`src/bso_pkg.sv`:
```
package bso_pkg;

    localparam int MAX_RANK   = 8;
    localparam int MIN_RANK   = 3;
    localparam int COEF_DEPTH = 64;

    localparam int ADDR_W = $clog2(COEF_DEPTH);
    localparam int IDX_W  = $clog2(MAX_RANK);
    localparam int RANK_W = 4;
    localparam int CNT_W  = 7;
    localparam int SQ_W   = 2 * RANK_W;
    localparam int DATA_W = 32;
    localparam int CFG_W  = 3;

    // unsigned Q30 values in [0, 1.0]
    localparam int            Q_W    = 31;
    localparam int            Q_FRAC = 30;
    localparam logic [Q_W-1:0] Q_ONE = Q_W'(1) << Q_FRAC;

    localparam int ACC_W = 68;

    localparam logic [1:0] STAT_OK     = 2'd0;
    localparam logic [1:0] STAT_WINDOW = 2'd1;
    localparam logic [1:0] STAT_RANK   = 2'd2;

    localparam logic [CFG_W-1:0] CFG_MIN_X = 3'd0;
    localparam logic [CFG_W-1:0] CFG_MAX_X = 3'd1;
    localparam logic [CFG_W-1:0] CFG_MIN_Y = 3'd2;
    localparam logic [CFG_W-1:0] CFG_MAX_Y = 3'd3;
    localparam logic [CFG_W-1:0] CFG_RANK  = 3'd4;
    localparam logic [CFG_W-1:0] CFG_COUNT = 3'd5;

    typedef enum logic [2:0] {
        ST_IDLE,
        ST_DIV,
        ST_POW,
        ST_BASIS,
        ST_MAC,
        ST_FIN
    } t_state;

    typedef struct packed {
        logic            done;
        logic [Q_W-1:0] quot;
    } t_div_res;

endpackage

```
`src/bso_div.sv`:
```
module bso_div (
    input  logic                            i_clk,
    input  logic                            i_rst_n,
    input  logic                            i_start,
    input  logic [bso_pkg::DATA_W-1:0]      i_num,
    input  logic [bso_pkg::DATA_W-1:0]      i_den,
    output bso_pkg::t_div_res               o_res
);

    // restoring divider, one quotient bit per cycle: floor(num * 2^30 / den), num <= den
    logic                          r_busy;
    logic                          r_done;
    logic [4:0]                    r_cnt;
    logic [bso_pkg::DATA_W:0]      r_rem;
    logic [bso_pkg::DATA_W-1:0]    r_den;
    logic [bso_pkg::Q_W-1:0]       r_quot;
    logic [bso_pkg::DATA_W:0]      sh;
    logic                          bit_q;

    always_comb begin
        sh    = {r_rem[bso_pkg::DATA_W-1:0], 1'b0};
        bit_q = (sh >= {1'b0, r_den});
    end

    always_ff @(posedge i_clk) begin
        if (!i_rst_n) begin
            r_busy <= 1'b0;
            r_done <= 1'b0;
        end else if (i_start) begin
            r_busy <= (i_num != i_den);
            r_done <= (i_num == i_den);
        end else if (r_busy && r_cnt == 5'(bso_pkg::Q_FRAC - 1)) begin
            r_busy <= 1'b0;
            r_done <= 1'b1;
        end
    end

    always_ff @(posedge i_clk) begin
        if (i_start) begin
            r_den  <= i_den;
            r_rem  <= {1'b0, i_num};
            r_cnt  <= '0;
            r_quot <= (i_num == i_den) ? bso_pkg::Q_ONE : '0;
        end else if (r_busy) begin
            r_rem  <= bit_q ? (sh - {1'b0, r_den}) : sh;
            r_quot <= {r_quot[bso_pkg::Q_W-2:0], bit_q};
            r_cnt  <= r_cnt + 5'd1;
        end
    end

    assign o_res.done = r_done;
    assign o_res.quot = r_quot;

endmodule

```
`config.mk`:
```
export PLATFORM = sky130hd
export DESIGN_NAME = bso_div
export DESIGN_NICKNAME = d
export VERILOG_FILES = /design/src/bso_pkg.sv /design/src/bso_div.sv
export SDC_FILE = /design/constraint.sdc
export NUM_CORES = 1
export LEC_CHECK = 0
export BUFFER_PORTS_ARGS = -buffer_cell sky130_fd_sc_hd__buf_2
export CAP_MARGIN = 20
export CORE_MARGIN = 2
export CORE_UTILIZATION = 55
export CTS_CLUSTER_SIZE = 16
export DETAILED_ROUTE_END_ITERATION = 8
export HOLD_SLACK_MARGIN = 0.05
export PLACE_DENSITY = 0.84
export SETUP_SLACK_MARGIN = 0.2
export SYNTH_ARGS = -nofsm -noshare
export SYNTH_HDL_FRONTEND = slang
export SYNTH_SLANG_ARGS = --single-unit
```
`constraint.sdc`:
```
create_clock -name i_clk -period 8.7 [get_ports i_clk]
set_input_delay 1.74 -clock i_clk [delete_from_list [all_inputs] [get_ports i_clk]]
set_output_delay 1.74 -clock i_clk [all_outputs]
set_load 0.02 [all_outputs]
```
==> impl_metrics.tcl, run 1 <==
set metrics [dict create \
    drt_iter0_drc 388 \
    synth-xor-area-share 0.0812 \
    max-cap-violations 0 \
    min_path_type "reg2reg" \
    critPathCaptureType "register" \
    clk_path_buf_depth 2 \
    wl_per_cell_um 17.2 \
    worst_path_most_repeated_cell "buf_4" \
    finalSetupViolations 0 \
    via_per_inst 5.86 \
    antenna_found_initial 0 \
    p_leak_nw 3.03 \
    rrSetupSlack_ps 5200 \
    overflow 0 \
    synth-simple-area-share 0.153 \
    netlist_instances 638 \
    layout_common_cells "buf_2, edfxtp_1, a21oi_1, nand2_1, nor2_1" \
    p_int_mw 1.20 \
    p_comb_frac 0.432 \
    clkSinkCount 102 \
    path_max_fanout 58 \
    tightest_slew_ps 686 \
    fill_cells 933 \
    grt_first_pass_wirelength_mm 24.3 \
    synth_edf_count 95 \
    slowest_delay_ps 590 \
    synth_top_family_by_area "compound AO/OA/AOI/OAI gates" \
    pwr-share-seq 0.352 \
    synthArstFlopShare 0 \
    cts-buffers-inserted 9 \
    crit_slowest_cell "buf_4" \
    io_pins 99 \
    firstDrtPassIters 6 \
    crit_family "buffers and inverters" \
    drive_above_1_share 0.172 \
    synth-adder-area-share 0.0700 \
    post-cts-setup-buffer-count 0 \
    fin_cells 866 \
    synth-main-ff-cell "edfxtp_1" \
    port_buffers 98 \
    worstSetupStartpointType "primary input" \
    nets 820 \
    arrival_ps 3890 \
    syn_to_final_growth_pct 13.5 \
    seq_area_um2 2990 \
    final_common_cell "buf_2" \
    initial_utilization 0.560 \
    period_share 0.447 \
    drt_wl_total_mm 14.9 \
    drc 0 \
    synth_compound_area_frac 0.161 \
    htreeDepth 3 \
    fin_crit_ps 3890 \
    row_count 39 \
    p_sw_mw 0.733 \
    crit_required_ps 8700 \
    postSynthAreaPerCell_um2 9.98 \
    place_congestion 0.904 \
    yosys.area.top_type_share 0.448 \
    dpl.hpwl_mm 11.0 \
    fin_util 0.636 \
    synth.area.mux_share 0.0144 \
    synth_top_area_cell "edfxtp_1" \
    grt_max_degree 71 \
    outcome "finished clean" \
    power.share.clock 0.215 \
    fin_skew_ps 8.49 \
    drtAntennaViolNets 0 \
    clk-insertion-delay-late_ps 360 \
    sw_frac_of_total 0.379 \
    dp.cells 849 \
    path_cells "buf_4, inv_1, nand2_2, buf_4" \
    postCtsHoldBufs 0 \
    cts_tree "built" \
    finalHoldViolCount 0 \
    synth_seq_cells 102 \
    setup_tns_ps 0 \
    yosysWarnings 0 \
    criticalPathCategory "in2reg" \
    cts_resized 0 \
    die_h_um 112 \
    power_density_nw_per_um2 267 \
    slew_headroom 0.539 \
    cts_root_buf "clkbuf_16" \
    synth_area_um2 6360 \
    synthDistinctLibCells 53 \
    multi_input_area_um2 3060 \
    route.vias.total 5079 \
    max_freq_ghz 0.257 \
    grt_usage 0.244 \
    diodes 0 \
    drv_slew 0 \
    grt_setup_unrepaired "false" \
    path_buf_inv 3 \
    first_global_vias 4994 \
    clk_pin_slew_worst_paths_ps 70 \
    syn_nets 740 \
    dieArea_um2 12400 \
    irDropWorstVdd_v 0.000273 \
    ys_top_cells_by_area "edfxtp_1, ha_1, xnor2_1, a21oi_1, nor2b_1" \
    ys_seq_area_frac 0.470 \
    core_um2 11400 \
    die_w_um 112 \
]
==> worst min-delay path, cell delays in order (launching register included) <==
cell and delay, ps:
dfxtp_1 340, nor2_1 90, a211oi_1 50
==> area by class of cell <==
cell class | instances | area share
multi-input combinational | 461 | 0.424
clock buffer | 9 | 0.0312
inverter | 42 | 0.0218
sequential | 102 | 0.414
timing repair buffer | 102 | 0.0734
tap | 143 | 0.0248
clock inverter | 7 | 0.0109
==> cell families after synthesis <==
family                   count (synthesis)
AND/OR/NAND/NOR                        195
XOR/XNOR                                59
adder cells (fa/ha/maj)                 35
buffers and inverters                   75
AO/OA/AOI/OAI                          163
flip-flops                             102
multiplexers                             9
==> stage by stage <==
step	power, mW	hold slack, ps	setup slack (ps)	area [um2]
floorplan	1.33	472	4770	6360
detailed placement	1.50	522	4420	6910
global placement	1.47	492	4590	6910
finish	1.93	533	4810	7230
CTS	1.92	532	4720	7210
global route	2.05	559	4650	7230
==> cell usage after synthesis, types with 17 or more instances <==
cell and n:
ha_1 34, xnor2_1 39, xor2_1 20, clkbuf_1 17, o21ai_0 17, nand4_1 18
a21o_1 17, nor2_1 47, edfxtp_1 95, a21oi_1 49, o21ai_1 28, nand2_1 50
inv_1 42, nor2b_1 32
==> worst paths after layout <==
| check | startpoint | endpoint | depth (start not counted) |
|---|---|---|---|
| hold reg to reg | r_cnt[1]$_SDFFE_PP0P_ | r_cnt[1]$_SDFFE_PP0P_ | 2 |
| setup reg to reg | r_rem[5]$_DFFE_PP_ | r_rem[24]$_DFFE_PP_ | 10 |
| setup / recovery | i_start | r_rem[12]$_DFFE_PP_ | 4 |
| hold / removal | r_cnt[1]$_SDFFE_PP0P_ | r_cnt[1]$_SDFFE_PP0P_ | 2 |
==> power by group through the flow <==
stage / clock, mW / combinational, mW / sequential (mW)
floorplan: 0 / 0.631 / 0.695
global placement: 0 / 0.783 / 0.686
detailed placement: 0 / 0.812 / 0.688
CTS: 0.420 / 0.816 / 0.680
global route: 0.438 / 0.922 / 0.689
finish: 0.416 / 0.836 / 0.681
==> per-layer routing <==
layer	GRT usage	up-vias	share of wire
li1	-	2445	-
met1	0.314	2379	0.42
met2	0.390	223	0.46
met3	0.0664	32	0.084
met4	0.109	0	0.035
met5	0	-	0
==> flip-flops by register name (all words and copies together), names as in the netlist <==
register	count
r_done	1
r_cnt	5
r_busy	1
r_den	32
r_rem	32
r_quot	31
No activity file was read; power rests on OpenSTA's default activity.
==> run 2: changes to the inputs <==
- CORE_UTILIZATION: 55 -> 52
- PLACE_DENSITY: 0.84 -> 0.83
- clock period: 8.7 -> 3.1 ns (I/O delays scaled with it)
==> impl_metrics.tcl, run 2 (same netlist as run 1, synthesis figures left out) <==
set metrics [dict create \
    outcome "finished clean" \
    min_from "i_den[25]" \
    tightest_slew_ps 542 \
    seq_area_um2 2990 \
    p_leak_nw 3.21 \
    port_buffers 98 \
    dpl.hpwl_mm 11.5 \
    drt_wl_total_mm 16.5 \
    power_density_nw_per_um2 765 \
    initial_utilization 0.532 \
    crit_required_ps 3210 \
    diodes 0 \
    critPathCaptureType "register" \
    criticalPathCategory "reg2reg" \
    irDropWorstVdd_v 0.000475 \
    route.vias.total 5294 \
    cts-buffers-inserted 9 \
    fill_cells 904 \
    die_h_um 115 \
    max_freq_ghz 0.338 \
    cts_root_buf "clkbuf_16" \
    antenna_found_initial 0 \
    layout_common_cells "buf_2, edfxtp_1, nand2_1, nor2_1, a21oi_1" \
    grt_setup_unrepaired "true" \
    clkSinkCount 102 \
    io_pins 99 \
    crit_family "compound AO/OA/AOI/OAI gates" \
    worst_slack_ps 142 \
    postCtsHoldBufs 0 \
    nets 843 \
    drv_slew 0 \
    min_path_type "in2reg" \
    dp.cells 863 \
    fin_crit_ps 2960 \
    row_count 40 \
    hold_depth 1 \
    drc 0 \
    clk-insertion-delay-late_ps 360 \
    finalHoldViolCount 0 \
    period_share 0.954 \
    setup_tns_ps 0 \
    fin_skew_ps 9.35 \
    clk_pin_slew_worst_paths_ps 70 \
    htreeDepth 3 \
    crit_slowest_cell "edfxtp_1" \
    die_w_um 115 \
    cts_tree "built" \
    min_to "r_den[25]$_DFFE_PP_" \
    rrSetupSlack_ps 140 \
    timing.rr.start "r_rem[21]$_DFFE_PP_" \
    final_common_cell "buf_2" \
    finalSetupViolations 0 \
    via_per_inst 5.93 \
    largestRegisters "r_den (32), r_rem (32), r_quot (31)" \
    wl_per_cell_um 18.5 \
    drtAntennaViolNets 0 \
    max-cap-violations 0 \
    core_um2 12000 \
    arrival_ps 3070 \
    path_max_fanout 11 \
    place_congestion 0.960 \
    drt_iter0_drc 505 \
    overflow 0 \
    grt_first_pass_wirelength_mm 24.4 \
    worstSetupStartpointType "register" \
    drive_above_1_share 0.239 \
    path_cells "ha_4, and4_4, nor3b_4, nand4_1, a211oi_2, o31ai_4, buf_6, buf_4, clkbuf_16, a311o_1" \
    fin_cells 893 \
    multi_input_area_um2 3330 \
    firstDrtPassIters 5 \
    r2r-end "r_rem[24]$_DFFE_PP_" \
    path_buf_inv 3 \
    dieArea_um2 13100 \
    fin_util 0.647 \
    syn_to_final_growth_pct 21.7 \
    slowest_delay_ps 450 \
    grt_usage 0.240 \
    clk_path_buf_depth 2 \
    first_global_vias 4971 \
    r2r_cells 10 \
    grt_max_degree 56 \
    preCtsSetupSlack_ps 28.2 \
    slew_headroom 0.639 \
]
==> run 2: worst max path at each step <==
stage                        start                      end  slack (ps)  cells after the start
4_1_cts         r_rem[5]$_DFFE_PP_       r_rem[3]$_DFFE_PP_         180                      9
6_report       r_rem[21]$_DFFE_PP_      r_rem[24]$_DFFE_PP_         140                     10
5_1_grt         r_rem[0]$_DFFE_PP_      r_rem[30]$_DFFE_PP_         120                     10
3_5_place_dp    r_rem[0]$_DFFE_PP_      r_rem[30]$_DFFE_PP_          30                     10
2_1_floorplan              i_start  r_quot[0]$_SDFFCE_PP0P_         290                      3
3_3_place_gp    r_rem[0]$_DFFE_PP_      r_rem[30]$_DFFE_PP_         170                     10
==> run 2: area by class of cell <==
cell class | count | area share
repair buffers | 125 | 0.101
multi-input cells | 461 | 0.430
inverters | 42 | 0.0204
clock inverters | 4 | 0.00452
flip-flops and latches | 102 | 0.386
clock buffers | 12 | 0.0346
well taps | 147 | 0.0238
==> run 2: timing repair <==
item                                    in CTS  in global routing
gates resized for setup                      4                 44
endpoints found under the hold margin        0                  0
cloned                                       0                  3
pin swaps                                    1                  9
buffers inserted                             1                 10
endpoints found under the setup margin       5                 31
==> run 2: routing by layer <==
metal | vias to the layer above | track usage | wire, um
met5 | - | 0 | 0
met4 | 0 | 0.0992 | 536
met3 | 35 | 0.0588 | 1480
met2 | 258 | 0.382 | 7770
met1 | 2500 | 0.313 | 6690
li1 | 2501 | - | -
==> run 2: worst reg2reg max path, stage by stage (launching register included) <==
cell,delay [ps]
edfxtp_1,450
ha_4,350
and4_4,250
nor3b_4,250
nand4_1,160
a211oi_2,320
o31ai_4,110
buf_6,140
buf_4,150
clkbuf_16,170
a311o_1,360
==> run 2: where the power goes <==
group | internal [mW] | switching (mW)
sequential | 1.79 | 0.142
clock | 0.626 | 0.522
combinational | 1.24 | 1.61
==> run 2: per-stage QoR <==
| step | hold slack [ps] | area, um2 | power [mW] |
|---|---|---|---|
| after floorplan | 472 | 6360 | 3.72 |
| after global placement | 493 | 7030 | 4.21 |
| after detailed placement | 506 | 7030 | 4.29 |
| after CTS | 443 | 7350 | 5.47 |
| after global routing | 449 | 7740 | 6.26 |
| final | 453 | 7740 | 5.92 |
